==> src/hdl/keypad_code_lock_controller_core_defines.svh <==
// Assertion macros shared by the code lock RTL.
// Each macro expects clk and rst_n in the scope where it is used.
`ifndef KEYPAD_CODE_LOCK_CONTROLLER_CORE_DEFINES_SVH
`define KEYPAD_CODE_LOCK_CONTROLLER_CORE_DEFINES_SVH

`ifndef SYNTHESIS

// Check that cons holds in the same cycle as ante.
`define KCL_ASSERT_NOW(lbl, ante, cons, msg) \
  lbl: assert property (@(posedge clk) disable iff (!rst_n) (ante) |-> (cons)) \
    else $error(msg);

// Check that cons holds in the cycle after ante.
`define KCL_ASSERT_NEXT(lbl, ante, cons, msg) \
  lbl: assert property (@(posedge clk) disable iff (!rst_n) (ante) |=> (cons)) \
    else $error(msg);

`else

`define KCL_ASSERT_NOW(lbl, ante, cons, msg)
`define KCL_ASSERT_NEXT(lbl, ante, cons, msg)

`endif

`endif

==> src/hdl/kcl_pkg.sv <==
// Shared types, codes and constants of the keypad code lock.
// Used by every module of the block; no dependencies.
package kcl_pkg;

  localparam int CODE_LENGTH_DEF = 4;
  localparam int TIMER_WIDTH_DEF = 16;

  localparam int CFG_DATA_W  = 16;
  localparam int CFG_INDEX_W = 3;
  localparam int TICKS_W     = 16;

  // register indexes on the configuration port
  localparam logic [CFG_INDEX_W-1:0] REG_MASTER_CODE   = 3'd0;
  localparam logic [CFG_INDEX_W-1:0] REG_WRONG_LIMIT   = 3'd1;
  localparam logic [CFG_INDEX_W-1:0] REG_LOCKOUT_TICKS = 3'd2;
  localparam logic [CFG_INDEX_W-1:0] REG_OPEN_TICKS    = 3'd3;
  localparam logic [CFG_INDEX_W-1:0] REG_IR_HOLD_TICKS = 3'd4;
  localparam logic [CFG_INDEX_W-1:0] REG_SLEEP_TICKS   = 3'd5;

  localparam logic [7:0]         RST_MASTER_CODE   = 8'd228;
  localparam logic [3:0]         RST_WRONG_LIMIT   = 4'd3;
  localparam logic [TICKS_W-1:0] RST_LOCKOUT_TICKS = 16'd60000;
  localparam logic [TICKS_W-1:0] RST_OPEN_TICKS    = 16'd30000;
  localparam logic [TICKS_W-1:0] RST_IR_HOLD_TICKS = 16'd1500;
  localparam logic [TICKS_W-1:0] RST_SLEEP_TICKS   = 16'd5000;

  localparam logic [1:0] MODE_LOCKED  = 2'd0;
  localparam logic [1:0] MODE_OPEN    = 2'd1;
  localparam logic [1:0] MODE_LOCKOUT = 2'd2;

  localparam logic [2:0] KEY_NONE      = 3'd0;
  localparam logic [2:0] KEY_DIGIT_LO  = 3'd1;
  localparam logic [2:0] KEY_DIGIT_HI  = 3'd4;
  localparam logic [2:0] KEY_ENTER     = 3'd5;

  localparam logic [2:0] EV_NONE        = 3'd0;
  localparam logic [2:0] EV_OPENED      = 3'd1;
  localparam logic [2:0] EV_WRONG_CODE  = 3'd2;
  localparam logic [2:0] EV_CLOSED      = 3'd3;
  localparam logic [2:0] EV_LOCKOUT_END = 3'd4;

  localparam logic [3:0] WRONG_COUNT_MAX = 4'd15;

  typedef struct packed {
    logic [2:0] key;
    logic       ir_blocked;
  } in_item_t;

  typedef struct packed {
    logic               door_open;
    logic               lockout_active;
    logic               display_on;
    logic [2:0]         digits_entered;
    logic [TICKS_W-1:0] remaining_ticks;
    logic [2:0]         event_res;
  } out_item_t;

  typedef struct packed {
    logic [7:0]         master_code;
    logic [3:0]         wrong_limit;
    logic [TICKS_W-1:0] lockout_ticks;
    logic [TICKS_W-1:0] open_ticks;
    logic [TICKS_W-1:0] ir_hold_ticks;
    logic [TICKS_W-1:0] sleep_ticks;
  } cfg_t;

  // Master digit at position pos; positions past the fourth read as zero.
  function automatic logic [1:0] master_digit(input logic [7:0] code, input int pos);
    logic [7:0] sh;
    sh = code >> (2 * pos);
    return sh[1:0];
  endfunction

endpackage

==> src/hdl/keypad_code_lock_controller_core.sv <==
// Channel  | Dir | Handshake             | Payload
// in_      | in  | in_valid / in_stall   | in_data   (kcl_pkg::in_item_t)
// out_     | out | out_valid / out_stall | out_data  (kcl_pkg::out_item_t)
// cfg_     | in  | cfg_we                | cfg_index, cfg_wdata
//
// One tick beat per cycle while out_stall is low: a beat sits in the input
// register and is evaluated by kcl_step on its way into the result register.
// The input register takes a new beat while a result waits on out_stall only if
// it is empty; a beat already in it is held there and stalls the input.
// Synchronous active-low reset: lock closed, counters and timers zero, display
// on, configuration at its defaults, both registers empty.
// Depends on kcl_pkg, kcl_cfg_regs, kcl_step and the defines header.
module keypad_code_lock_controller_core #(
  parameter int CODE_LENGTH = kcl_pkg::CODE_LENGTH_DEF,
  parameter int TIMER_WIDTH = kcl_pkg::TIMER_WIDTH_DEF
) (
  input  logic                            clk,
  input  logic                            rst_n,
  input  logic                            in_valid,
  output logic                            in_stall,
  input  kcl_pkg::in_item_t               in_data,
  output logic                            out_valid,
  input  logic                            out_stall,
  output kcl_pkg::out_item_t              out_data,
  input  logic                            cfg_we,
  input  logic [kcl_pkg::CFG_INDEX_W-1:0] cfg_index,
  input  logic [kcl_pkg::CFG_DATA_W-1:0]  cfg_wdata
);
  import kcl_pkg::*;
`include "keypad_code_lock_controller_core_defines.svh"

  localparam int CW  = $clog2(CODE_LENGTH + 1);
  localparam int DIW = (CODE_LENGTH > 1) ? $clog2(CODE_LENGTH) : 1;

  cfg_t      cfg;
  logic      in_valid_r;
  in_item_t  in_data_r;
  logic      out_valid_r;
  out_item_t out_data_r;
  out_item_t result;
  logic      out_free;
  logic      advance;
  logic      in_accept;

  logic [1:0]                  mode_r, mode_nxt;
  logic [CW-1:0]               digit_count_r, digit_count_nxt;
  logic [3:0]                  wrong_count_r, wrong_count_nxt;
  logic [TIMER_WIDTH-1:0]      period_timer_r, period_timer_nxt;
  logic [TIMER_WIDTH-1:0]      ir_hold_timer_r, ir_hold_timer_nxt;
  logic [TIMER_WIDTH-1:0]      idle_timer_r, idle_timer_nxt;
  logic                        awake_r, awake_nxt;
  logic [CODE_LENGTH-1:0][1:0] digits_r;
  logic                        digit_we;
  logic [DIW-1:0]              digit_idx;
  logic [1:0]                  digit_val;

  kcl_cfg_regs u_cfg (
    .clk       (clk),
    .rst_n     (rst_n),
    .cfg_we    (cfg_we),
    .cfg_index (cfg_index),
    .cfg_wdata (cfg_wdata),
    .cfg       (cfg)
  );

  kcl_step #(
    .CODE_LENGTH (CODE_LENGTH),
    .TIMER_WIDTH (TIMER_WIDTH)
  ) u_step (
    .item              (in_data_r),
    .cfg               (cfg),
    .mode              (mode_r),
    .digits            (digits_r),
    .digit_count       (digit_count_r),
    .wrong_count       (wrong_count_r),
    .period_timer      (period_timer_r),
    .ir_hold_timer     (ir_hold_timer_r),
    .idle_timer        (idle_timer_r),
    .awake             (awake_r),
    .mode_nxt          (mode_nxt),
    .digit_count_nxt   (digit_count_nxt),
    .wrong_count_nxt   (wrong_count_nxt),
    .period_timer_nxt  (period_timer_nxt),
    .ir_hold_timer_nxt (ir_hold_timer_nxt),
    .idle_timer_nxt    (idle_timer_nxt),
    .awake_nxt         (awake_nxt),
    .digit_we          (digit_we),
    .digit_idx         (digit_idx),
    .digit_val         (digit_val),
    .result            (result)
  );

  // advance the input beat when the result register is empty or draining
  assign out_free  = !out_valid_r || !out_stall;
  assign advance   = in_valid_r && out_free;
  assign in_stall  = in_valid_r && !out_free;
  assign in_accept = in_valid && !in_stall;

  always_ff @(posedge clk) begin
    if (!rst_n) begin
      in_valid_r  <= 1'b0;
      out_valid_r <= 1'b0;
    end else begin
      if (in_accept) begin
        in_valid_r <= 1'b1;
      end else if (advance) begin
        in_valid_r <= 1'b0;
      end
      if (advance) begin
        out_valid_r <= 1'b1;
      end else if (out_valid_r && !out_stall) begin
        out_valid_r <= 1'b0;
      end
    end
  end

  always_ff @(posedge clk) begin
    if (in_accept) begin
      in_data_r <= in_data;
    end
    if (advance) begin
      out_data_r <= result;
    end
  end

  // lock state moves only with a beat
  always_ff @(posedge clk) begin
    if (!rst_n) begin
      mode_r          <= MODE_LOCKED;
      digit_count_r   <= '0;
      wrong_count_r   <= '0;
      period_timer_r  <= '0;
      ir_hold_timer_r <= '0;
      idle_timer_r    <= '0;
      awake_r         <= 1'b1;
    end else if (advance) begin
      mode_r          <= mode_nxt;
      digit_count_r   <= digit_count_nxt;
      wrong_count_r   <= wrong_count_nxt;
      period_timer_r  <= period_timer_nxt;
      ir_hold_timer_r <= ir_hold_timer_nxt;
      idle_timer_r    <= idle_timer_nxt;
      awake_r         <= awake_nxt;
    end
  end

  always_ff @(posedge clk) begin
    if (advance && digit_we) begin
      digits_r[digit_idx] <= digit_val;
    end
  end

  assign out_valid = out_valid_r;
  assign out_data  = out_data_r;

  `KCL_ASSERT_NEXT(a_advance_fills_out, advance, out_valid_r, "beat lost on the way out")
  `KCL_ASSERT_NEXT(a_stalled_out_held, out_valid_r && out_stall, out_valid_r,
                   "stalled result dropped")
  `KCL_ASSERT_NOW(a_count_bound, 1'b1, digit_count_r <= CW'(CODE_LENGTH),
                  "digit count overran")
  `KCL_ASSERT_NOW(a_opened_means_open, out_valid_r && out_data_r.event_res == EV_OPENED,
                  out_data_r.door_open, "opened without open door")
  `KCL_ASSERT_NEXT(a_idle_state_holds, !advance, $stable(period_timer_r),
                   "timer moved without a beat")

endmodule

==> src/hdl/kcl_cfg_regs.sv <==
// Configuration register file of the code lock.
// Depends on kcl_pkg for register indexes, reset values and cfg_t.
module kcl_cfg_regs (
  input  logic                             clk,
  input  logic                             rst_n,
  input  logic                             cfg_we,
  input  logic [kcl_pkg::CFG_INDEX_W-1:0]  cfg_index,
  input  logic [kcl_pkg::CFG_DATA_W-1:0]   cfg_wdata,
  output kcl_pkg::cfg_t                    cfg
);
  import kcl_pkg::*;

  cfg_t cfg_r;
  cfg_t cfg_nxt;

  always_comb begin
    cfg_nxt = cfg_r;
    if (cfg_we) begin
      unique case (cfg_index)
        REG_MASTER_CODE:   cfg_nxt.master_code   = cfg_wdata[7:0];
        REG_WRONG_LIMIT:   cfg_nxt.wrong_limit   = cfg_wdata[3:0];
        REG_LOCKOUT_TICKS: cfg_nxt.lockout_ticks = cfg_wdata[TICKS_W-1:0];
        REG_OPEN_TICKS:    cfg_nxt.open_ticks    = cfg_wdata[TICKS_W-1:0];
        REG_IR_HOLD_TICKS: cfg_nxt.ir_hold_ticks = cfg_wdata[TICKS_W-1:0];
        REG_SLEEP_TICKS:   cfg_nxt.sleep_ticks   = cfg_wdata[TICKS_W-1:0];
        default:           cfg_nxt = cfg_r;
      endcase
    end
  end

  always_ff @(posedge clk) begin
    if (!rst_n) begin
      cfg_r.master_code   <= RST_MASTER_CODE;
      cfg_r.wrong_limit   <= RST_WRONG_LIMIT;
      cfg_r.lockout_ticks <= RST_LOCKOUT_TICKS;
      cfg_r.open_ticks    <= RST_OPEN_TICKS;
      cfg_r.ir_hold_ticks <= RST_IR_HOLD_TICKS;
      cfg_r.sleep_ticks   <= RST_SLEEP_TICKS;
    end else begin
      cfg_r <= cfg_nxt;
    end
  end

  assign cfg = cfg_r;

endmodule

==> src/hdl/kcl_step.sv <==
// One-tick update of the code lock: next state and result beat from the
// current state, the registered input beat and the configuration.
// Depends on kcl_pkg.
module kcl_step #(
  parameter int CODE_LENGTH = kcl_pkg::CODE_LENGTH_DEF,
  parameter int TIMER_WIDTH = kcl_pkg::TIMER_WIDTH_DEF,
  localparam int CW  = $clog2(CODE_LENGTH + 1),
  localparam int DIW = (CODE_LENGTH > 1) ? $clog2(CODE_LENGTH) : 1
) (
  input  kcl_pkg::in_item_t                item,
  input  kcl_pkg::cfg_t                    cfg,
  input  logic [1:0]                       mode,
  input  logic [CODE_LENGTH-1:0][1:0]      digits,
  input  logic [CW-1:0]                    digit_count,
  input  logic [3:0]                       wrong_count,
  input  logic [TIMER_WIDTH-1:0]           period_timer,
  input  logic [TIMER_WIDTH-1:0]           ir_hold_timer,
  input  logic [TIMER_WIDTH-1:0]           idle_timer,
  input  logic                             awake,
  output logic [1:0]                       mode_nxt,
  output logic [CW-1:0]                    digit_count_nxt,
  output logic [3:0]                       wrong_count_nxt,
  output logic [TIMER_WIDTH-1:0]           period_timer_nxt,
  output logic [TIMER_WIDTH-1:0]           ir_hold_timer_nxt,
  output logic [TIMER_WIDTH-1:0]           idle_timer_nxt,
  output logic                             awake_nxt,
  output logic                             digit_we,
  output logic [DIW-1:0]                   digit_idx,
  output logic [1:0]                       digit_val,
  output kcl_pkg::out_item_t               result
);
  import kcl_pkg::*;

  // compare width wide enough for both timers and tick registers
  localparam int LW = (TIMER_WIDTH > TICKS_W) ? TIMER_WIDTH : TICKS_W;
  localparam logic [TIMER_WIDTH-1:0] TMAX = '1;

  logic [2:0]             key;
  logic                   match;
  logic [TIMER_WIDTH-1:0] open_load;
  logic [TIMER_WIDTH-1:0] lockout_load;
  logic [2:0]             ev;
  logic                   skip;
  logic [3:0]             wc_inc;

  // saturate a tick register into the timer range
  function automatic logic [TIMER_WIDTH-1:0] sat_load(input logic [TICKS_W-1:0] v);
    logic [LW-1:0] v_ext;
    v_ext = LW'(v);
    return (v_ext > LW'(TMAX)) ? TMAX : TIMER_WIDTH'(v_ext);
  endfunction

  function automatic logic [TIMER_WIDTH-1:0] sat_inc(input logic [TIMER_WIDTH-1:0] v);
    return (v == TMAX) ? v : v + 1'b1;
  endfunction

  assign key = (item.key > KEY_ENTER) ? KEY_NONE : item.key;
  assign open_load    = sat_load(cfg.open_ticks);
  assign lockout_load = sat_load(cfg.lockout_ticks);
  assign wc_inc = (wrong_count < WRONG_COUNT_MAX) ? wrong_count + 4'd1 : wrong_count;

  always_comb begin
    match = 1'b1;
    for (int i = 0; i < CODE_LENGTH; i++) begin
      if (digits[i] != master_digit(cfg.master_code, i)) begin
        match = 1'b0;
      end
    end
  end

  always_comb begin
    mode_nxt          = mode;
    digit_count_nxt   = digit_count;
    wrong_count_nxt   = wrong_count;
    period_timer_nxt  = period_timer;
    ir_hold_timer_nxt = ir_hold_timer;
    idle_timer_nxt    = idle_timer;
    awake_nxt         = awake;
    digit_we          = 1'b0;
    digit_idx         = digit_count[DIW-1:0];
    digit_val         = 2'(key - KEY_DIGIT_LO);
    ev                = EV_NONE;
    skip              = 1'b0;

    // lockout swallows the tick until its timer runs out
    if (mode == MODE_LOCKOUT) begin
      if (period_timer != '0) begin
        period_timer_nxt = period_timer - 1'b1;
        skip             = 1'b1;
      end else begin
        mode_nxt        = MODE_LOCKED;
        wrong_count_nxt = '0;
        ev              = EV_LOCKOUT_END;
      end
    end

    if (!skip) begin
      idle_timer_nxt = sat_inc(idle_timer);
      if (mode_nxt == MODE_LOCKED && awake && LW'(idle_timer_nxt) > LW'(cfg.sleep_ticks)) begin
        awake_nxt = 1'b0;
      end
      if (key != KEY_NONE || item.ir_blocked) begin
        idle_timer_nxt = '0;
        awake_nxt      = 1'b1;
      end

      if (mode_nxt == MODE_LOCKED) begin
        if (key >= KEY_DIGIT_LO && key <= KEY_DIGIT_HI && digit_count < CW'(CODE_LENGTH)) begin
          digit_we        = 1'b1;
          digit_count_nxt = digit_count + 1'b1;
        end else if (key == KEY_ENTER && digit_count == CW'(CODE_LENGTH)) begin
          if (match) begin
            mode_nxt          = MODE_OPEN;
            period_timer_nxt  = open_load;
            ir_hold_timer_nxt = '0;
            wrong_count_nxt   = '0;
            ev                = EV_OPENED;
          end else begin
            wrong_count_nxt = wc_inc;
            digit_count_nxt = '0;
            ev              = EV_WRONG_CODE;
            if (wc_inc >= cfg.wrong_limit) begin
              mode_nxt         = MODE_LOCKOUT;
              period_timer_nxt = lockout_load;
            end
          end
        end
      end else if (mode_nxt == MODE_OPEN) begin
        if (period_timer == '0) begin
          mode_nxt        = MODE_LOCKED;
          digit_count_nxt = '0;
          ev              = EV_CLOSED;
        end else begin
          period_timer_nxt = period_timer - 1'b1;
          if (item.ir_blocked) begin
            // close early once the beam has been blocked long enough
            if (LW'(ir_hold_timer) > LW'(cfg.ir_hold_ticks)) begin
              period_timer_nxt = '0;
            end
            ir_hold_timer_nxt = sat_inc(ir_hold_timer);
          end else begin
            ir_hold_timer_nxt = '0;
          end
        end
      end
    end
  end

  always_comb begin
    result.door_open       = (mode_nxt == MODE_OPEN);
    result.lockout_active  = (mode_nxt == MODE_LOCKOUT);
    result.display_on      = awake_nxt;
    result.digits_entered  = 3'(digit_count_nxt);
    result.remaining_ticks = (mode_nxt == MODE_OPEN || mode_nxt == MODE_LOCKOUT) ?
                             TICKS_W'(period_timer_nxt) : '0;
    result.event_res       = ev;
  end

endmodule

==> config.mk <==
export PLATFORM = sky130hd
export DESIGN_NAME = keypad_code_lock_controller_core
export DESIGN_NICKNAME = d
export VERILOG_FILES = /design/src/hdl/kcl_pkg.sv /design/src/hdl/keypad_code_lock_controller_core.sv /design/src/hdl/kcl_cfg_regs.sv /design/src/hdl/kcl_step.sv
export VERILOG_INCLUDE_DIRS = /design/src /design/src/hdl
export SDC_FILE = /design/constraint.sdc
export NUM_CORES = 1
export LEC_CHECK = 0
export BUFFER_PORTS_ARGS = -buffer_cell sky130_fd_sc_hd__buf_2
export CAP_MARGIN = 40
export CORE_MARGIN = 10
export CORE_UTILIZATION = 45
export CTS_CLUSTER_DIAMETER = 40
export DETAILED_ROUTE_END_ITERATION = 6
export PLACE_DENSITY = 0.73
export SYNTH_ARGS = -nofsm -noshare
export SYNTH_HDL_FRONTEND = slang
export SYNTH_SLANG_ARGS = --single-unit
==> constraint.sdc <==
create_clock -name clk -period 6.4 [get_ports clk]
set_input_delay 1.92 -clock clk [delete_from_list [all_inputs] [get_ports clk]]
set_output_delay 1.92 -clock clk [all_outputs]
set_load 0.1 [all_outputs]
==> impl_metrics.prom, run 1 <==
# TYPE chip_impl_metric gauge
chip_impl_info{name="synth-main-ff-cell",value="dfxtp_1"} 1
chip_impl_metric{name="number_of_sinks_driven_by_the_clock_tree",unit=""} 173
chip_impl_info{name="hold_path_class",value="flip-flop to flip-flop"} 1
chip_impl_metric{name="grt_pass1_wl",unit="mm"} 37.38
chip_impl_info{name="rr_endpoint",value="out_data[22]$_DFFE_PP_"} 1
chip_impl_metric{name="timing.max_cap.violations",unit=""} 0
chip_impl_metric{name="hold_violations",unit=""} 0
chip_impl_metric{name="finalWeightedCongestion",unit=""} 0.9230
chip_impl_metric{name="initial_utilization",unit="%"} 46.02
chip_impl_metric{name="max_freq",unit="MHz"} 219.3
chip_impl_metric{name="synth.yosys.warnings",unit=""} 0
chip_impl_metric{name="post_cts_resized",unit=""} 0
chip_impl_metric{name="synth_cell_types",unit=""} 71
chip_impl_metric{name="finish.net_count",unit=""} 1182
chip_impl_metric{name="routed_wirelength",unit="mm"} 23.33
chip_impl_metric{name="antenna_left",unit=""} 0
chip_impl_metric{name="detail_route.wirelength.met1",unit="mm"} 10.49
chip_impl_metric{name="area_growth_syn_to_layout",unit="%"} 11.33
chip_impl_info{name="synth_common_cells",value="nand2_1, dfxtp_1, a21oi_1"} 1
chip_impl_metric{name="port_buffers",unit=""} 54
chip_impl_metric{name="syn_area_per_cell",unit="µm²"} 8.425
chip_impl_metric{name="dr.first_iter.drc_count",unit=""} 590
chip_impl_info{name="critical_path.endpoint_type",value="primary output"} 1
chip_impl_metric{name="dp.final_hpwl",unit="mm"} 16.35
chip_impl_metric{name="dpl.cell_count",unit=""} 1349
chip_impl_metric{name="worst-path-max-fanout",unit=""} 3
chip_impl_metric{name="synth-seq-area-share",unit="%"} 42.53
chip_impl_metric{name="placedInstanceArea",unit="µm²"} 9480
chip_impl_metric{name="placeableCoreArea",unit="µm²"} 19590
chip_impl_metric{name="synth-edff-count",unit=""} 37
chip_impl_metric{name="timing.hold.worst_path_depth",unit=""} 2
chip_impl_metric{name="post-route-worst-setup-slack",unit="ps"} 1841
chip_impl_metric{name="cts_hold_buffers",unit=""} 0
chip_impl_metric{name="vdd.ir_drop.worst",unit="µV"} 168.8
chip_impl_info{name="synthTopCellsByArea",value="dfxtp_1, edfxtp_1, nand2_1, ha_1, a21oi_1"} 1
chip_impl_metric{name="postSynthRegisterBits",unit=""} 173
chip_impl_info{name="highest-signal-layer",value="met4"} 1
chip_impl_metric{name="cp.arrival",unit="ps"} 2640
chip_impl_metric{name="final_critical_path_share_of_the_clock_period",unit="%"} 71.24
chip_impl_info{name="timing.hold.worst_endpoint",value="u_cfg.cfg[13]$_SDFFE_PN0P_"} 1
chip_impl_metric{name="routedWlPerCell",unit="µm"} 16.87
chip_impl_info{name="critical_path.startpoint_type",value="primary input"} 1
chip_impl_metric{name="setup_total_negative_slack",unit="ps"} 0
chip_impl_metric{name="final_layout_size_suffix_gt1_share",unit="%"} 10.93
chip_impl_metric{name="p_per_area",unit="nW/µm²"} 244.7
chip_impl_metric{name="synthArstFlopShare",unit="%"} 0
chip_impl_metric{name="initial_antenna_violation_count",unit=""} 2
chip_impl_info{name="synth_area_leader_cell",value="dfxtp_1"} 1
chip_impl_metric{name="finalMaxSlewViolations",unit=""} 0
chip_impl_metric{name="cts.reportedPaths.clkPinSlew",unit="ps"} 60
chip_impl_metric{name="floorplan.rows",unit=""} 51
chip_impl_metric{name="grt_max_degree",unit=""} 58
chip_impl_metric{name="cts-buffers-inserted",unit=""} 17
chip_impl_metric{name="tightest_slew",unit="ps"} 911.6
chip_impl_metric{name="syn_nets",unit=""} 1149
chip_impl_metric{name="period_needed",unit="ps"} 4559
chip_impl_metric{name="met2_length",unit="mm"} 10.79
chip_impl_metric{name="power.static_leakage",unit="µW"} 0.003860
chip_impl_metric{name="detail_route.vias_per_cell",unit=""} 5.680
chip_impl_metric{name="postCtsSetupRepairBufs",unit=""} 0
chip_impl_info{name="yosysMostFrequentCell",value="nand2_1"} 1
chip_impl_metric{name="route.met3.wl",unit="mm"} 1.616
chip_impl_metric{name="grt_pass1_vias",unit=""} 7207
chip_impl_metric{name="synth_top_cell_area_share",unit="%"} 30.20
chip_impl_info{name="min-delay-start",value="u_cfg.cfg[13]$_SDFFE_PN0P_"} 1
chip_impl_metric{name="io_pins",unit=""} 55
chip_impl_metric{name="worst_ep_required_time",unit="ps"} 4480
chip_impl_metric{name="place_worst_setup_slack",unit="ps"} 1837
chip_impl_metric{name="fin_area",unit="µm²"} 10040
chip_impl_metric{name="buffer_levels_on_the_longest_clock_path",unit=""} 2
chip_impl_metric{name="drcViolationCount",unit=""} 0
chip_impl_metric{name="final_cell_count_no_fill",unit=""} 1383
chip_impl_metric{name="timing.final.setup_violations",unit=""} 0
chip_impl_info{name="grt_setup_unrepaired",value="false"} 1
chip_impl_info{name="cts_tree",value="yes"} 1
chip_impl_metric{name="area.sequential",unit="µm²"} 3834
chip_impl_metric{name="h-tree-depth",unit=""} 4
chip_impl_metric{name="global_route.usage.total",unit="%"} 17.66
chip_impl_info{name="status",value="completed"} 1
chip_impl_metric{name="instance_count_of_the_mapped_netlist",unit=""} 1070
chip_impl_metric{name="multiInputGateArea",unit="µm²"} 4747
chip_impl_metric{name="die_w",unit="µm"} 161.5
chip_impl_metric{name="clkLatencyLatePin",unit="ps"} 440
chip_impl_metric{name="relSlewSlack",unit="%"} 39.00
chip_impl_metric{name="timing.clock.skew",unit="ps"} 10.72
chip_impl_metric{name="dieHeight",unit="µm"} 161.5
chip_impl_metric{name="worst-r2r-setup-slack",unit="ps"} 1960
chip_impl_metric{name="fillerInstances",unit=""} 1842
chip_impl_metric{name="vias",unit=""} 7855
chip_impl_info{name="critical_register_to_register_path_startpoint",value="idle_timer_r[3]$_SDFFE_PN0P_"} 1
chip_impl_info{name="root_buffer_cell",value="clkbuf_16"} 1
chip_impl_info{name="crit_type",value="primary input to primary output"} 1
chip_impl_metric{name="globalRoute.totalOverflow",unit=""} 0
chip_impl_metric{name="first_pass_detailed_route_iteration_total",unit=""} 5
chip_impl_metric{name="syn_area",unit="µm²"} 9015
chip_impl_metric{name="die_area",unit="µm²"} 26100
chip_impl_metric{name="ff2ff_path_depth",unit=""} 15
[stage by stage]
stage	util, %	power [µW]	hold WS [ps]
detailed placement	48.39	1501	446.1
floorplan	-	1420	431.9
global placement	48.27	1497	437.7
finish	51.23	2456	455.8
global route	51.20	2540	470.6
CTS	51.20	2462	456.7
[worst max path at each step]
| stage | from | to | slack [ps] |
|---|---|---|---|
| floorplan | out_stall | in_stall | 1750 |
| global placement | out_stall | in_stall | 1850 |
| detailed placement | out_stall | in_stall | 1840 |
| CTS | out_stall | in_stall | 1840 |
| global route | idle_timer_r[3]$_SDFFE_PN0P_ | out_data[22]$_DFFE_PP_ | 1580 |
| finish | out_stall | in_stall | 1840 |
[cell type report]
class                           count  share of cell area (%)
Multi-Input combinational cell    788                   47.30
Sequential cell                   173                   38.20
Clock buffer                       18                   4.376
Timing Repair Buffer               64                   3.453
Tap cell                          265                   3.304
Inverter                           59                   2.207
Clock inverter                     14                   1.110
Antenna cell                        2                 0.04987
[routing by layer]
metal  global-route usage (%)  vias up
li1                         -     3854
met1                    22.98     3716
met2                    28.16      254
met3                    4.169       31
met4                    5.955        0
met5                        0        -
[cell usage in the layout, fill, tap and decap left out, types with 5 or more instances in the layout]
cell       instances
nor2b_1           12
o22ai_1            5
and4_1             7
clkbuf_16         17
or2_2              6
a22oi_1           11
buf_4              8
ha_1              51
nor3_1            20
and3_1            15
nand2_1          197
xnor2_1           20
nand4_1           16
edfxtp_1          37
xor2_1            12
a31oi_1           10
clkinv_4           5
nand2b_1           6
a32o_1             6
o21a_1            10
a21oi_1          100
a21o_1            12
dfxtp_1          136
or3_1              9
buf_2             55
nor4_1             5
o21ai_0           44
mux2i_1            7
nand3_1           43
nor2_1            80
o211ai_1          16
inv_1             56
[cell families (layout without fill, tap and decap cells)]
| group | after synthesis | count (layout) | share of synthesized area [%] |
|---|---|---|---|
| and+or+nand+nor | 433 | 433 | 22.39 |
| AOI/OAI and AO/OA | 263 | 263 | 19.06 |
| DFF | 173 | 173 | 42.53 |
| buffers and inverters | 109 | 155 | 4.816 |
| adders and majority gates | 51 | 51 | 7.078 |
| xor gates and xnor gates | 32 | 32 | 3.109 |
| muxes | 9 | 9 | 1.027 |
| other | 0 | 2 | 0 |
[flip-flops by register name (all words and copies together) (netlist names)]
register         cells
mode_r               2
idle_timer_r        16
digit_count_r        3
in_valid_r           1
ir_hold_timer_r     16
out_data            25
wrong_count_r        4
out_valid            1
period_timer_r      16
u_cfg.cfg           76
digits_r             8
awake_r              1
in_data_r            4
[power by group]
part	internal [µW]	leakage, µW	switching, µW
clock network	514	0.000267	460
registers	1140	0.00145	19.4
logic	84.1	0.00215	234
[worst max-delay path, cell delays in order]
cell	delay, ps
buf_2	90
and3_1	190
buf_2	440
Power figures use the tool's default switching activity.
==> run 2: changes to the inputs <==
Clock period 6.4 ns to 4.35 ns, I/O delays scaled along.
==> run 2 against run 1 <==
  * Register-to-register slack worse by 1400 ps
  * Cell count is 0.29% higher
  * Sequential share of layout area is 0.12 points lower
  * Flip-flop and latch count did not move
  * Routed wire length rose by 1.1%
  * Largest power group unchanged
  * Highest routed layer unchanged
==> impl_metrics.prom, run 2 (synthesized netlist as in run 1, its figures left out) <==
# TYPE chip_impl_metric gauge
chip_impl_info{name="top_usage_layer",value="met2"} 1
chip_impl_info{name="status",value="completed"} 1
chip_impl_metric{name="post-route-worst-setup-slack",unit="ps"} 574.9
chip_impl_metric{name="grt_pass1_wl",unit="mm"} 38.39
chip_impl_metric{name="finish.net_count",unit=""} 1186
chip_impl_metric{name="grt_pass1_vias",unit=""} 7363
chip_impl_metric{name="max_freq",unit="MHz"} 264.9
chip_impl_metric{name="first_pass_detailed_route_iteration_total",unit=""} 5
chip_impl_metric{name="worst-path-max-fanout",unit=""} 7
chip_impl_metric{name="number_of_sinks_driven_by_the_clock_tree",unit=""} 173
chip_impl_info{name="critical_register_to_register_path_startpoint",value="idle_timer_r[3]$_SDFFE_PN0P_"} 1
chip_impl_metric{name="multiInputGateArea",unit="µm²"} 4747
chip_impl_metric{name="worst-r2r-setup-slack",unit="ps"} 570
chip_impl_metric{name="die_w",unit="µm"} 161.5
chip_impl_metric{name="vias",unit=""} 7756
chip_impl_metric{name="post_cts_resized",unit=""} 0
chip_impl_metric{name="postCtsSetupRepairBufs",unit=""} 0
chip_impl_info{name="critical_path.endpoint_type",value="flip-flop"} 1
chip_impl_info{name="grt_setup_unrepaired",value="false"} 1
chip_impl_metric{name="cp.arrival",unit="ps"} 4050
chip_impl_metric{name="initial_utilization",unit="%"} 46.02
chip_impl_metric{name="ff2ff_path_depth",unit=""} 15
chip_impl_metric{name="dr.first_iter.drc_count",unit=""} 638
chip_impl_metric{name="timing.final.setup_violations",unit=""} 0
chip_impl_metric{name="detail_route.vias_per_cell",unit=""} 5.592
chip_impl_metric{name="dp.final_hpwl",unit="mm"} 16.64
chip_impl_info{name="min-delay-start",value="u_cfg.cfg[50]$_SDFFE_PN0P_"} 1
chip_impl_metric{name="fin_hold_ws",unit="ps"} 454.9
chip_impl_metric{name="floorplan.rows",unit=""} 51
chip_impl_metric{name="placeableCoreArea",unit="µm²"} 19590
chip_impl_metric{name="p_per_area",unit="nW/µm²"} 361.0
chip_impl_info{name="critical_path.startpoint_type",value="flip-flop"} 1
chip_impl_metric{name="tightest_slew",unit="ps"} 937.5
chip_impl_metric{name="vdd.ir_drop.worst",unit="µV"} 285.2
chip_impl_metric{name="use_met3",unit="%"} 4.626
chip_impl_info{name="rr_endpoint",value="out_data[22]$_DFFE_PP_"} 1
chip_impl_metric{name="initial_antenna_violation_count",unit=""} 2
chip_impl_metric{name="h-tree-depth",unit=""} 4
chip_impl_info{name="root_buffer_cell",value="clkbuf_16"} 1
chip_impl_info{name="crit_type",value="flip-flop to flip-flop"} 1
chip_impl_metric{name="clkLatencyLatePin",unit="ps"} 440
chip_impl_metric{name="grt_util_met2",unit="%"} 28.67
chip_impl_metric{name="buffer_levels_on_the_longest_clock_path",unit=""} 2
chip_impl_info{name="timing.hold.worst_endpoint",value="u_cfg.cfg[50]$_SDFFE_PN0P_"} 1
chip_impl_metric{name="power.static_leakage",unit="µW"} 0.003883
chip_impl_metric{name="area_growth_syn_to_layout",unit="%"} 11.67
chip_impl_metric{name="fillerInstances",unit=""} 1846
chip_impl_metric{name="timing.max_cap.violations",unit=""} 0
chip_impl_metric{name="antenna_left",unit=""} 0
chip_impl_metric{name="die_area",unit="µm²"} 26100
chip_impl_metric{name="cts.reportedPaths.clkPinSlew",unit="ps"} 60
chip_impl_metric{name="final_layout_size_suffix_gt1_share",unit="%"} 10.71
chip_impl_metric{name="port_buffers",unit=""} 54
chip_impl_metric{name="finalMaxSlewViolations",unit=""} 0
chip_impl_info{name="final_common_cell",value="nand2_1"} 1
chip_impl_metric{name="period_needed",unit="ps"} 3775
chip_impl_metric{name="dieHeight",unit="µm"} 161.5
chip_impl_metric{name="cts_hold_buffers",unit=""} 0
chip_impl_metric{name="globalRoute.totalOverflow",unit=""} 0
chip_impl_metric{name="grt_max_degree",unit=""} 57
chip_impl_metric{name="timing.clock.skew",unit="ps"} 9.833
chip_impl_metric{name="relSlewSlack",unit="%"} 36.93
chip_impl_metric{name="finalWeightedCongestion",unit=""} 0.9085
chip_impl_metric{name="io_pins",unit=""} 55
chip_impl_metric{name="global_route.usage.total",unit="%"} 17.97
chip_impl_info{name="final_cell_mix",value="nand2_1, dfxtp_1, a21oi_1, nor2_1, inv_1"} 1
chip_impl_metric{name="cts-buffers-inserted",unit=""} 17
chip_impl_metric{name="utilization",unit="%"} 51.39
chip_impl_metric{name="hold_violations",unit=""} 0
chip_impl_info{name="cts_tree",value="yes"} 1
chip_impl_metric{name="globalRouteMet1Util",unit="%"} 23.44
chip_impl_metric{name="routed_wirelength",unit="mm"} 23.58
chip_impl_metric{name="drcViolationCount",unit=""} 0
chip_impl_info{name="hold_path_class",value="flip-flop to flip-flop"} 1
chip_impl_metric{name="area.sequential",unit="µm²"} 3834
chip_impl_metric{name="final_critical_path_share_of_the_clock_period",unit="%"} 86.78
chip_impl_metric{name="timing.hold.worst_path_depth",unit=""} 2
chip_impl_metric{name="worst_ep_required_time",unit="ps"} 4630
chip_impl_metric{name="place_worst_setup_slack",unit="ps"} 623.8
chip_impl_metric{name="routedWlPerCell",unit="µm"} 17.00
chip_impl_metric{name="largest_register_ffs",unit=""} 76
chip_impl_metric{name="setup_total_negative_slack",unit="ps"} 0
-- run 2: cell count changes in the layout (fill, tap and decap cells not counted) --
cell / change
inv_8: -1
clkbuf_1: +7
inv_6: -2
inv_4: -1
clkinv_1: -1
clkinvlp_4: -1
buf_4: +5
buf_6: -1
clkbuf_16: +2
clkinv_2: +1
clkinv_4: -5
clkbuf_8: +1
-- run 2: power breakdown --
group | internal (µW) | switching [µW] | total [µW] | leakage [µW]
logic | 125 | 345 | 470 | 0.00217
registers | 1680 | 29.6 | 1710 | 0.00145
clock network | 831 | 620 | 1450 | 0.000269
-- run 2: layer usage --
layer  wire, µm  part of all wire [%]
met2      10740                    46
met1      10830                    46
met3       1623                   6.9
met5          0                     0
met4        391                   1.7
-- run 2: worst max path at each step --
stage	startpoint	end	slack, ps	depth (start not counted)
floorplan	idle_timer_r[3]$_SDFFE_PN0P_	out_data[22]$_DFFE_PP_	600	15
global route	idle_timer_r[3]$_SDFFE_PN0P_	out_data[22]$_DFFE_PP_	210	15
finish	idle_timer_r[3]$_SDFFE_PN0P_	out_data[22]$_DFFE_PP_	570	15
global placement	idle_timer_r[3]$_SDFFE_PN0P_	out_data[22]$_DFFE_PP_	760	15
detailed placement	idle_timer_r[3]$_SDFFE_PN0P_	out_data[22]$_DFFE_PP_	620	15
CTS	idle_timer_r[3]$_SDFFE_PN0P_	out_data[22]$_DFFE_PP_	600	15
-- run 2: worst max-delay path: stages (launching register included) --
cell and delay, ps:
dfxtp_1 440, and4_1 280, nand4_1 240, nor3_1 300, nor2_1 170, and4_1 270
xor2_1 150, ha_1 280, a21o_1 160, a21o_1 160, a221o_1 340, a221oi_1 390
nand2_1 90, o311ai_0 100, o21ai_0 160, o21ai_0 100
-- run 2: area by class of cell --
cell class | instances | share of cell area [%]
diodes | 2 | 0.04971
clock buffers | 28 | 5.257
clock inverters | 4 | 0.2610
inverters | 59 | 2.200
multi-input cells | 788 | 47.15
flip-flops and latches | 173 | 38.08
well taps | 265 | 3.294
repair buffers | 68 | 3.704
-- run 2: through the flow --
stage / area (µm²) / instances / power (µW)
final: 10070 / 1387 / 3635
after global routing: 10060 / 1385 / 3766
after CTS: 10060 / 1385 / 3644
after detailed placement: 9507 / 1353 / 2213
after global placement: 9502 / 1352 / 2208
after floorplan: 9015 / 1070 / 2090
